File: config.mk
export PLATFORM = sky130hd
export DESIGN_NAME = stable_softmax_normalizer
export DESIGN_NICKNAME = d
export VERILOG_FILES = /design/src/rtl/core/ssn_pkg.sv /design/src/rtl/core/stable_softmax_normalizer.sv /design/src/rtl/core/ssn_ctrl.sv /design/src/rtl/core/ssn_dp.sv
export VERILOG_INCLUDE_DIRS = /design/src /design/src/rtl/core
export SDC_FILE = /design/constraint.sdc
export NUM_CORES = 2
export LEC_CHECK = 0
export BUFFER_PORTS_ARGS = -buffer_cell sky130_fd_sc_hd__buf_4
export CAP_MARGIN = 10
export CORE_MARGIN = 1
export CORE_UTILIZATION = 55
export CTS_CLUSTER_DIAMETER = 30
export DETAILED_ROUTE_END_ITERATION = 10
export PLACE_DENSITY = 0.7
export SLEW_MARGIN = 40
export SYNTH_ARGS = -nofsm -noshare
export SYNTH_HDL_FRONTEND = slang
export SYNTH_HIERARCHICAL = 1
export SYNTH_SLANG_ARGS = --single-unit
File: constraint.sdc
create_clock -name clk_i -period 13.3 [get_ports clk_i]
set_input_delay 0.665 -clock clk_i [delete_from_list [all_inputs] [get_ports clk_i]]
set_output_delay 0.665 -clock clk_i [all_outputs]
set_load 0.02 [all_outputs]
File: src/rtl/core/stable_softmax_normalizer_macros.svh
// Assertion macros for the softmax normalizer RTL.
// Needs clk_i and rst_ni in the scope where a macro is used.
`ifndef STABLE_SOFTMAX_NORMALIZER_MACROS_SVH
`define STABLE_SOFTMAX_NORMALIZER_MACROS_SVH
`ifndef SYNTHESIS
`define SSN_ASSERT_NOW(lbl, ante, cons) \
  lbl: assert property (@(posedge clk_i) disable iff (!rst_ni) (ante) |-> (cons)) \
    else $error("softmax normalizer assertion failed");
`define SSN_ASSERT_NEXT(lbl, ante, cons) \
  lbl: assert property (@(posedge clk_i) disable iff (!rst_ni) (ante) |=> (cons)) \
    else $error("softmax normalizer assertion failed");
`else
`define SSN_ASSERT_NOW(lbl, ante, cons)
`define SSN_ASSERT_NEXT(lbl, ante, cons)
`endif
`endif

File: src/rtl/core/ssn_pkg.sv
// Shared types, constants and the 2^-x table for the softmax normalizer.
// No dependencies.
package ssn_pkg;

  localparam int unsigned LW_W     = 16;
  localparam int unsigned WEIGHT_W = 17;
  localparam int unsigned POS_W    = 6;
  localparam int unsigned SUM_W    = 23;
  localparam int unsigned DIV_STEPS = 17;
  localparam logic [16:0] LOG2E_Q16 = 17'd94548;
  localparam logic [15:0] NEG_MOST  = 16'h8000;

  typedef enum logic [3:0] {
    S_LOAD,
    S_RD,
    S_EXP1,
    S_EXP2,
    S_EXP3,
    S_ERD,
    S_DINIT,
    S_DIV,
    S_OUT
  } ssn_state_e;

  typedef struct packed {
    logic load;
    logic mem_rd;
    logic exp_s1;
    logic exp_s2;
    logic exp_s3;
    logic e_rd;
    logic div_init;
    logic div_step;
    logic idx_clr;
    logic idx_inc;
    logic vec_clr;
  } ssn_cmd_t;

  typedef struct packed {
    logic last_idx;
  } ssn_status_t;

  // 2^(-j/16) in Q16
  function automatic logic [16:0] pow2_neg(input logic [4:0] j);
    logic [16:0] v;
    case (j)
      5'd0:    v = 17'd65536;
      5'd1:    v = 17'd62758;
      5'd2:    v = 17'd60097;
      5'd3:    v = 17'd57549;
      5'd4:    v = 17'd55109;
      5'd5:    v = 17'd52773;
      5'd6:    v = 17'd50535;
      5'd7:    v = 17'd48393;
      5'd8:    v = 17'd46341;
      5'd9:    v = 17'd44376;
      5'd10:   v = 17'd42495;
      5'd11:   v = 17'd40693;
      5'd12:   v = 17'd38968;
      5'd13:   v = 17'd37316;
      5'd14:   v = 17'd35734;
      5'd15:   v = 17'd34219;
      5'd16:   v = 17'd32768;
      default: v = 17'd32768;
    endcase
    return v;
  endfunction

endpackage

File: src/rtl/core/stable_softmax_normalizer.sv
// Top level of the softmax normalizer: sequencer plus datapath.
// Depends on ssn_pkg, ssn_ctrl and ssn_dp.
//
//   channel | signals                                   | direction
//   in      | in_valid_i, in_stall_o, log_weight_i, last_i | word into block
//   out     | out_valid_o, out_stall_i, weight_o, position_o, last_res_o | word out
//
// Load accepts one word per cycle. After the word flagged last, the exp/sum pass
// handles each stored entry in turn: memory read, two multiplier stages, shift.
// Emit reads each exp value, runs the 17-step divider and holds the weight on stalls.
// No word is taken from the time last is accepted until the final weight leaves.
// Reset is asynchronous, active low; the entry store is not cleared.
module stable_softmax_normalizer #(
  parameter int unsigned MAX_ITEMS = 64
) (
  input  logic               clk_i,
  input  logic               rst_ni,
  input  logic               in_valid_i,
  output logic               in_stall_o,
  input  logic signed [15:0] log_weight_i,
  input  logic               last_i,
  output logic               out_valid_o,
  input  logic               out_stall_i,
  output logic [16:0]        weight_o,
  output logic [5:0]         position_o,
  output logic               last_res_o
);
  import ssn_pkg::*;

  ssn_cmd_t    cmd;
  ssn_status_t status;

  // Sequencer
  ssn_ctrl u_ctrl (
    .clk_i       (clk_i),
    .rst_ni      (rst_ni),
    .in_valid_i  (in_valid_i),
    .last_i      (last_i),
    .in_stall_o  (in_stall_o),
    .out_valid_o (out_valid_o),
    .out_stall_i (out_stall_i),
    .status_i    (status),
    .cmd_o       (cmd)
  );

  // Datapath
  ssn_dp #(
    .MAX_ITEMS (MAX_ITEMS)
  ) u_dp (
    .clk_i        (clk_i),
    .rst_ni       (rst_ni),
    .cmd_i        (cmd),
    .status_o     (status),
    .log_weight_i (log_weight_i),
    .weight_o     (weight_o),
    .position_o   (position_o)
  );

  assign last_res_o = status.last_idx;

endmodule

File: src/rtl/core/ssn_ctrl.sv
// Sequencer for the softmax normalizer: load, exp/sum pass, divide/emit pass.
// Depends on ssn_pkg and the macros header.
`include "stable_softmax_normalizer_macros.svh"
module ssn_ctrl (
  input  logic                 clk_i,
  input  logic                 rst_ni,
  input  logic                 in_valid_i,
  input  logic                 last_i,
  output logic                 in_stall_o,
  output logic                 out_valid_o,
  input  logic                 out_stall_i,
  input  ssn_pkg::ssn_status_t status_i,
  output ssn_pkg::ssn_cmd_t    cmd_o
);
  import ssn_pkg::*;

  ssn_state_e state_q, state_d;
  logic [4:0] div_cnt_q, div_cnt_d;
  logic       in_acc;

  assign in_acc = in_valid_i && (state_q == S_LOAD);

  // State and divide step counter
  always_ff @(posedge clk_i or negedge rst_ni) begin
    if (!rst_ni) begin
      state_q   <= S_LOAD;
      div_cnt_q <= '0;
    end else begin
      state_q   <= state_d;
      div_cnt_q <= div_cnt_d;
    end
  end

  // Next state and commands
  always_comb begin
    state_d     = state_q;
    div_cnt_d   = div_cnt_q;
    cmd_o       = '0;
    in_stall_o  = 1'b1;
    out_valid_o = 1'b0;
    case (state_q)
      S_LOAD: begin
        in_stall_o = 1'b0;
        if (in_valid_i) begin
          cmd_o.load = 1'b1;
          if (last_i) begin
            cmd_o.idx_clr = 1'b1;
            state_d       = S_RD;
          end
        end
      end
      S_RD: begin
        cmd_o.mem_rd = 1'b1;
        state_d      = S_EXP1;
      end
      S_EXP1: begin
        cmd_o.exp_s1 = 1'b1;
        state_d      = S_EXP2;
      end
      S_EXP2: begin
        cmd_o.exp_s2 = 1'b1;
        state_d      = S_EXP3;
      end
      S_EXP3: begin
        cmd_o.exp_s3 = 1'b1;
        if (status_i.last_idx) begin
          cmd_o.idx_clr = 1'b1;
          state_d       = S_ERD;
        end else begin
          cmd_o.idx_inc = 1'b1;
          state_d       = S_RD;
        end
      end
      S_ERD: begin
        cmd_o.e_rd = 1'b1;
        state_d    = S_DINIT;
      end
      S_DINIT: begin
        cmd_o.div_init = 1'b1;
        div_cnt_d      = 5'(DIV_STEPS - 1);
        state_d        = S_DIV;
      end
      S_DIV: begin
        cmd_o.div_step = 1'b1;
        div_cnt_d      = div_cnt_q - 5'd1;
        if (div_cnt_q == '0) begin
          state_d = S_OUT;
        end
      end
      S_OUT: begin
        out_valid_o = 1'b1;
        if (!out_stall_i) begin
          if (status_i.last_idx) begin
            cmd_o.vec_clr = 1'b1;
            state_d       = S_LOAD;
          end else begin
            cmd_o.idx_inc = 1'b1;
            state_d       = S_ERD;
          end
        end
      end
      default: begin
        state_d = S_LOAD;
      end
    endcase
  end

  `SSN_ASSERT_NEXT(a_last_starts_pass, in_acc && last_i, state_q == S_RD)
  `SSN_ASSERT_NEXT(a_div_ends_in_out, state_q == S_DIV && div_cnt_q == '0, out_valid_o)
  `SSN_ASSERT_NEXT(a_final_word_idles, out_valid_o && !out_stall_i && status_i.last_idx, !out_valid_o && !in_stall_o)
  `SSN_ASSERT_NOW(a_one_pass_cmd, 1'b1, $onehot0({cmd_o.load, cmd_o.mem_rd, cmd_o.exp_s1, cmd_o.exp_s2, cmd_o.exp_s3, cmd_o.e_rd, cmd_o.div_init, cmd_o.div_step}))

endmodule

File: src/rtl/core/ssn_dp.sv
// Datapath for the softmax normalizer: entry store, max, exp unit, sum, divider.
// Depends on ssn_pkg.
module ssn_dp #(
  parameter int unsigned MAX_ITEMS = 64
) (
  input  logic                 clk_i,
  input  logic                 rst_ni,
  input  ssn_pkg::ssn_cmd_t    cmd_i,
  output ssn_pkg::ssn_status_t status_o,
  input  logic signed [15:0]   log_weight_i,
  output logic [16:0]          weight_o,
  output logic [5:0]           position_o
);
  import ssn_pkg::*;

  localparam int unsigned AW = (MAX_ITEMS > 1) ? $clog2(MAX_ITEMS) : 1;
  localparam int unsigned CW = $clog2(MAX_ITEMS + 1);

  logic [15:0]       entry_mem [MAX_ITEMS];
  logic [16:0]       e_mem     [MAX_ITEMS];
  logic [CW-1:0]     count_q;
  logic [AW-1:0]     idx_q;
  logic signed [15:0] max_q;
  logic [SUM_W-1:0]  sum_q;

  logic signed [15:0] x_q;
  logic [32:0]       y_q;
  logic [8:0]        k_q;
  logic [16:0]       hi_q;
  logic [23:0]       prod_q;
  logic [16:0]       e_rd_q;
  logic [22:0]       rem_q;
  logic [16:0]       low_q;
  logic [16:0]       quot_q;

  logic              store_en;
  logic [16:0]       dif;
  logic [15:0]       mag;
  logic [32:0]       y_d;
  logic [16:0]       hi, lo;
  logic [11:0]       dlt;
  logic [16:0]       val;
  logic [4:0]        k5;
  logic [17:0]       rnd_sum;
  logic [16:0]       e_val;
  logic [32:0]       num;
  logic [23:0]       trial;
  logic              ge;

  assign store_en = cmd_i.load && (count_q < CW'(MAX_ITEMS));
  assign status_o.last_idx = ((CW'(idx_q) + CW'(1)) == count_q);

  // Exp stage 1: distance from max times log2(e)
  assign dif = {max_q[15], max_q} - {x_q[15], x_q};
  assign mag = dif[15:0];
  assign y_d = 33'(mag) * 33'(LOG2E_Q16);

  // Exp stage 2: table lookup and interpolation product
  assign hi  = pow2_neg({1'b0, y_q[23:20]});
  assign lo  = pow2_neg({1'b0, y_q[23:20]} + 5'd1);
  assign dlt = 12'(hi - lo);

  // Exp stage 3: interpolate and apply integer shift with rounding
  assign val     = hi_q - 17'((prod_q + 24'd2048) >> 12);
  assign k5      = k_q[4:0];
  assign rnd_sum = {1'b0, val} + (18'd1 << (k5 - 5'd1));
  always_comb begin
    if (k_q == '0) begin
      e_val = val;
    end else if (k_q > 9'd16) begin
      e_val = '0;
    end else begin
      e_val = 17'(rnd_sum >> k5);
    end
  end

  // Divider: one quotient bit a step
  assign num   = {e_rd_q, 16'b0} + 33'(sum_q[SUM_W-1:1]);
  assign trial = {rem_q, low_q[16]};
  assign ge    = trial >= {1'b0, sum_q};

  // Store entries and exp values
  always_ff @(posedge clk_i) begin
    if (store_en) begin
      entry_mem[count_q[AW-1:0]] <= log_weight_i;
    end
    if (cmd_i.mem_rd) begin
      x_q <= entry_mem[idx_q];
    end
    if (cmd_i.exp_s3) begin
      e_mem[idx_q] <= e_val;
    end
    if (cmd_i.e_rd) begin
      e_rd_q <= e_mem[idx_q];
    end
  end

  // Exp pipeline and divider payload
  always_ff @(posedge clk_i) begin
    if (cmd_i.exp_s1) begin
      y_q <= y_d;
    end
    if (cmd_i.exp_s2) begin
      k_q    <= y_q[32:24];
      hi_q   <= hi;
      prod_q <= 24'(dlt) * 24'(y_q[19:8]);
    end
    if (cmd_i.div_init) begin
      rem_q  <= 23'(num[32:17]);
      low_q  <= num[16:0];
      quot_q <= '0;
    end else if (cmd_i.div_step) begin
      rem_q  <= ge ? 23'(trial - {1'b0, sum_q}) : trial[22:0];
      low_q  <= {low_q[15:0], 1'b0};
      quot_q <= {quot_q[15:0], ge};
    end
  end

  // Vector state: count, max, sum, index
  always_ff @(posedge clk_i or negedge rst_ni) begin
    if (!rst_ni) begin
      count_q <= '0;
      max_q   <= NEG_MOST;
      sum_q   <= '0;
      idx_q   <= '0;
    end else begin
      if (cmd_i.vec_clr) begin
        count_q <= '0;
        max_q   <= NEG_MOST;
        sum_q   <= '0;
      end else begin
        if (store_en) begin
          count_q <= count_q + CW'(1);
          if (log_weight_i > max_q) begin
            max_q <= log_weight_i;
          end
        end
        if (cmd_i.idx_clr && cmd_i.load) begin
          sum_q <= '0;
        end else if (cmd_i.exp_s3) begin
          sum_q <= sum_q + SUM_W'(e_val);
        end
      end
      if (cmd_i.idx_clr) begin
        idx_q <= '0;
      end else if (cmd_i.idx_inc) begin
        idx_q <= idx_q + AW'(1);
      end
    end
  end

  assign weight_o   = quot_q;
  assign position_o = POS_W'(idx_q);

endmodule
==> After elaboration in Yosys (flattened, before gate mapping) <==
Memory sizes are Yosys's and may differ from the RTL's. A register that Yosys moved wholly into a read port is not among the register bits.
Index checks and enable logic that the tools add are counted.
{ "totals": {"ramBits": 2112, "register_bits": 199, "mem_count": 4, "rom_bits": 816, "output_inout_bits": 26, "word_cells": 115, "input_bits": 21} }
{ "op_classes": {"n_mul": 2, "order_cmp": 4, "addsub": 14, "n_eq_ne": 13, "n_shift": 2, "mux": 49, "n_reduce_logical": 13} }
{ "memory_table": {"columns": ["name", "words", "width", "read_ports", "rd_ports_with_merged_regs", "wr", "line", "source"], "rows": [
  ["u_dp.e_mem", 64, 17, 1, 1, 1, "ssn_dp.sv:20", "logic [16:0] e_mem [MAX_ITEMS];"],
  ["u_dp.entry_mem", 64, 16, 1, 1, 1, "ssn_dp.sv:19", "logic [15:0] entry_mem [MAX_ITEMS];"],
  ["(no name shown)", 32, 17, 1, 0, 0, "ssn_pkg.sv:46", "case (j)"],
  ["(no name shown)", 16, 17, 1, 1, 0, "ssn_pkg.sv:46", null]
]} }
{ "ops": {"columns": ["cell", "n"], "rows": [
  ["$mux W23", 4],
  ["$mux W16", 5],
  ["$mux W17", 4],
  ["$pmux W4 S9", 1],
  ["$add A33 B22 Y33", 1],
  ["$mul A16 B15 Y31 const B", 1],
  ["$add A24 B12 Y24 const B", 1],
  ["$ge A24 B23 Y1", 1],
  ["$mul A12 B12 Y24", 1],
  ["$add A23 B17 Y23", 1],
  ["$sub A23 B23 Y23", 1],
  ["$mux W1", 20],
  ["$mux W4", 5],
  ["$add A17 B18 Y18", 1],
  ["$shl A1 B5 Y18 const A", 1],
  ["$shr A18 B5 Y17", 1],
  ["$sub A17 B12 Y17", 1],
  ["$eq A4 B3 Y1 const B", 4],
  ["$gt A16 B16 Y1", 1],
  ["$sub A16 B16 Y16", 1],
  ["$mux W7", 2],
  ["$mux W6", 2],
  ["$sub A12 B12 Y12", 1],
  ["$pmux W5 S2", 1],
  ["other kinds (24)", 35]
]} }

==> Logic depth before layout (Yosys ltp) <==
{ "depth": {"depth_word": 10, "depth_mapped": 39, "depth_no_buf": 37} }

==> Modules after synthesis <==
The synthesis kept the hierarchy.
{ "by_module_without_submodules": {"columns": ["module", "cells_per_inst", "instances", "area_each_um2", "seq_area_each_um2"], "rows": [
  ["ssn_dp", 6505, 1, 99781.9, 69447.9],
  ["ssn_ctrl", 72, 1, 641.9, 225.2]
]} }

==> Least setup slack after synthesis <==
OpenSTA, ideal clock, no wires.
{ "synth_path": {"kind": "register -> register", "startpoint": "reg u_dp.k_q[1]", "endpoint": "reg u_dp.sum_q[20]", "setup_slack_ns": 3.242, "stages_incl_launch_ff": 32, "path_buffers": 3, "arrival_ns": 9.926, "synth_period_minus_slack_ns": 10.058, "setup_time_ns": 0.132, "required_time_ns": 13.168, "path_cell_list": "edfxtp_1 > clkbuf_1 > inv_1 > clkbuf_1 > nand2_1 > clkinv_1 > ha_1 > clkbuf_1 > or3_1 > nor2_1 > ha_1 > o21a_1 > o21ai_0 > a22oi_1 > a211o_1 > a311o_1 > xor2_2 > a2bb2oi_1 > o21ai_0 > mux2_2 > a211oi_1 > ha_1 > a21o_1 > a21o_1 > a2111oi_0 > o311ai_0 > a41oi_1 > o21ai_0 > o211ai_1 > nor4_1 > xnor2_1 > nor2_1"} }
{ "synth_between": {"elab_chain_cells": 10, "elab_cells_between_ends": 12, "cone_classes": "add/sub (3); order compare (1); shift (2); mux (5); reduce/logical (1)"} }
{ "synth_rtl": {"columns": ["item", "line", "source"], "rows": [
  ["start: declaration", "ssn_dp.sv:28", "logic [8:0] k_q;"],
  ["start signal: assignment", "ssn_dp.sv:104", "k_q <= y_q[32:24];"],
  ["$sub A5 B1 Y5", "ssn_dp.sv:66", "assign rnd_sum = {1'b0, val} + (18'd1 << (k5 - 5'd1));"],
  ["$shl A1 B5 Y18", "ssn_dp.sv:66", null],
  ["$add A17 B18 Y18", "ssn_dp.sv:66", null],
  ["$shr A18 B5 Y17", "ssn_dp.sv:73", "e_val = 17'(rnd_sum >> k5);"],
  ["$mux W17", "ssn_dp.sv:70", "end else if (k_q > 9'd16) begin"],
  ["$mux W17 (*)", "ssn_dp.sv:68", "if (k_q == '0) begin"],
  ["via u_dp.e_val[2]", "ssn_dp.sv:45", "logic [16:0] e_val;"],
  ["$add A23 B17 Y23 (*)", "ssn_dp.sv:141", "sum_q <= sum_q + SUM_W'(e_val);"],
  ["$mux W23 (*)", "ssn_dp.sv:140", "end else if (cmd_i.exp_s3) begin"],
  ["$mux W23 (*)", "ssn_dp.sv:138", "if (cmd_i.idx_clr && cmd_i.load) begin"],
  ["$mux W23 (*)", "ssn_dp.sv:127", "if (cmd_i.vec_clr) begin"],
  ["end signal: assignment", "ssn_dp.sv:141", null],
  ["end: declaration", "ssn_dp.sv:24", "logic [SUM_W-1:0] sum_q;"]
]} }
The timed path passes the listed nets; every way through them passes the cells marked *. The select of a mux whose other input is x is not followed.
A chain may end at the register's enable or synchronous reset.

==> Worst setup path after layout <==
{ "layout_path": {"startpoint": "reg u_dp.k_q[1]", "endpoint": "reg u_dp.sum_q[22]"} }
The elaborated chain is that of the path after synthesis.

==> flow_summary_export.csv <==
group,metric,value,unit
worst_hold_path,min_to,"u_dp/entry_mem[23][13]",
yosys,ys_async_sr_fraction,0.02602,
setup_path,crit_slowest_cell,"edfxtp_1",
global_route,grt_pass1_wl,408500,microns
place,post-place-ws,3213,ps
yosys,yosysTopAreaCellShare,0.6704,
clocking,clock_path_buffers,4,
setup_path,crit_buf_inv,4,
floorplanning,ios,47,
setup_path,max_stage_delay,780,ps
setup_path,critical-path-top-delay-family,"compound AO/OA/AOI/OAI gates",
timing,fmax,98.50,MHz
finish,synthToLayoutAreaGrowth,17.97,%
finish,design_area,118500,sq um
worst_hold_path,worstHoldStart,"log_weight_i[13]",
global_route,grtUsageTotal,0.2994,
yosys,syn-cell-area,100400,sq um
floorplanning,core-area,181100,sq um
floorplanning,start_util,0.5544,
yosys,synth_area_leaders,"edfxtp_1 (67%), a22oi_1 (4.4%), ha_1 (4.1%), fa_1 (3.5%), a221oi_1 (2.1%)",
setup_path,critPathArrivalTime,10930,ps
route,wl_per_cell,28.98,microns
finish,layout_common_cells,"edfxtp_1 (2242), a22oi_1 (595), clkbuf_16 (413)",
timing,clock_skew,81.71,ps
worst_hold_path,worst_hold_path_type,"in2reg",
global_route,antenna_found_initial,10,
clocking,cts_resized,0,
finish,drive_above_1_share,0.1513,
timing,slew_headroom,0.3162,
timing,fin_crit,10150,ps
setup_path,r2r-start,"u_dp/k_q[1]",
finish,final.fill_count,12040,
finish,finalCoreUtilization,0.6541,
floorplanning,die_x,429.3,microns
yosys,yosys_warnings,6,
route,dr_total_vias,63220,
timing,rsz0062_at_grt,"false",
route,ant_nets,0,
yosys,ys_ff_latch,2344,
place,port_buffers,46,
timing,finalWorstSetupSlack,3148,ps
setup_path,r2r_cells,31,
clocking,clkSinkCount,2344,
run_status,outcome,"completed",
clocking,clock_latency,960,ps
floorplanning,placementRows,156,
yosys,synth_edf_count,2242,
timing,hold_viol,0,
place,gp_congestion,0.9094,
clocking,htree_levels,5,
setup_path,worst_path_most_repeated_cell,"o21ai_0",
worst_hold_path,hold_depth,1,
clocking,clk_pin_slew,50,ps
timing,slew_viol_final,0,
global_route,gr-total-overflow,0,
timing,setup_viol_count_final,0,
yosys,ys_seq_area_frac,0.6938,
clocking,cts-root-buf,"clkbuf_16",
clocking,numCtsBuffers,403,
floorplanning,dieArea,184300,sq um
place,dpl_cell_area,104800,sq um
global_route,grt_pass1_vias,62830,
finish,mostFrequentLayoutCell,"edfxtp_1",
setup_path,r2r-end,"u_dp/sum_q[22]",
route,firstDrtPassIters,6,
timing,setup-tns-final,0,ps
place,hpwl,160500,microns
yosys,synth_cells,6577,
route,drc_errors,0,
route,via_per_inst,6.596,
clocking,hold_buffers,1,
route,drt_iter0_markers,7580,
timing,tightest_slew,1021,ps
floorplanning,fp.dieH,429.3,microns
setup_path,r2r_slack,3150,ps
clocking,cts_setup_buffers,0,
timing,post-route-period-util,0.7633,
yosys,syn_nets,7101,
setup_path,critPathMaxFanout,66,
yosys,yosys.area.top_type,"edfxtp_1",
finish,final_nets,7410,
setup_path,critPathRequiredTime,14080,ps
setup_path,start_kind,"register",
setup_path,crit_path_end_kind,"register",
route,wirelength,277700,microns
setup_path,critPathKind,"reg2reg",
job,cap_violations,0,
global_route,grt_max_degree,119,
clocking,cts_tree,"done",
yosys,syn_avg_cell_area,15.27,sq um
yosys,yosys_most_used_dff,"edfxtp_1",
yosys,synth_cell_type_count,87,
==> cells in the mapped netlist (63+ instances only) <==
cell and number:
a221oi_1 238, fa_1 175, a22o_1 236, ha_1 328, edfxtp_1 2242, xor2_1 63
a31oi_1 249, mux2i_1 95, nor2_1 337, buf_1 88, clkbuf_1 269, nand3_1 63
inv_1 310, a22oi_1 595, a21oi_1 137, xnor2_1 105, o21ai_0 84, nand2_1 259
==> routing by layer <==
layer  routed length, microns  vias to the layer above  GRT usage  part of all wire
met5                      127                        -          0           0.00046
met4                    13100                       12     0.1379             0.047
met3                    30620                      638    0.06106              0.11
met2                   129500                     4034     0.4760              0.47
met1                   104400                    31730     0.3989              0.38
li1                         -                    26810          -                 -
==> sequential cells by signal (all words and copies together), names as in the netlist, 23 cells and up <==
signal	cells
u_dp/y_q	25
u_dp/e_mem	1088
u_dp/entry_mem	1024
u_dp/rem_q	23
u_dp/sum_q	23
==> worst register-to-register path: cells and delay by family, from the launching register on <==
kind / cells / cell delay [ps]
AOI/OAI and AO/OA: 14 / 4260
xor gates and xnor gates: 1 / 160
adders and majority gates: 4 / 1800
buffers and inverters: 4 / 1320
DFF: 1 / 780
muxes: 1 / 360
and+or+nand+nor: 7 / 1320
==> how the worst max path moves through the flow <==
stage                     cells after the start  slack, ps              to   startpoint
after detailed placement                     31       3210  u_dp/sum_q[22]  u_dp/k_q[0]
after floorplan                              31       3240  u_dp/sum_q[20]  u_dp/k_q[1]
final                                        31       3150  u_dp/sum_q[22]  u_dp/k_q[1]
after CTS                                    31       3200  u_dp/sum_q[22]  u_dp/k_q[0]
after global placement                       31       3290  u_dp/sum_q[22]  u_dp/k_q[0]
after global routing                         31       2290  u_dp/sum_q[22]  u_dp/k_q[1]
==> per-stage QoR <==
| stage | hold slack [ps] | instances |
|---|---|---|
| 2_1_floorplan | 369.4 | 6577 |
| 3_3_place_gp | 386.5 | 8842 |
| 3_5_place_dp | 392.5 | 8848 |
| 4_1_cts | 32.05 | 9581 |
| 5_1_grt | 69.84 | 9583 |
| 6_report | 76.32 | 9584 |
==> cells by family after synthesis <==
group / after synthesis / synth area share
fa+ha+maj: 503 / 0.07575
buf+inv: 678 / 0.02560
mux: 127 / 0.01364
xor+xnor: 169 / 0.01481
simple gates: 1007 / 0.04713
compound gates: 1749 / 0.1293
flops: 2344 / 0.6938
==> final cells by class <==
cell class	count	area (sq um)	area share
Multi-Input combinational cell	3555	28890	0.2438
Tap cell	2370	2965	0.02503
Inverter	312	1171	0.009885
Clock inverter	287	3089	0.02608
Sequential cell	2344	69670	0.5881
Clock buffer	445	10480	0.08842
Antenna cell	1	2.502	0.00002112
Timing Repair Buffer	270	2211	0.01866
Power is not shown: default switching activity piles up to over one toggle a cycle in this logic, so the estimate is an artifact.
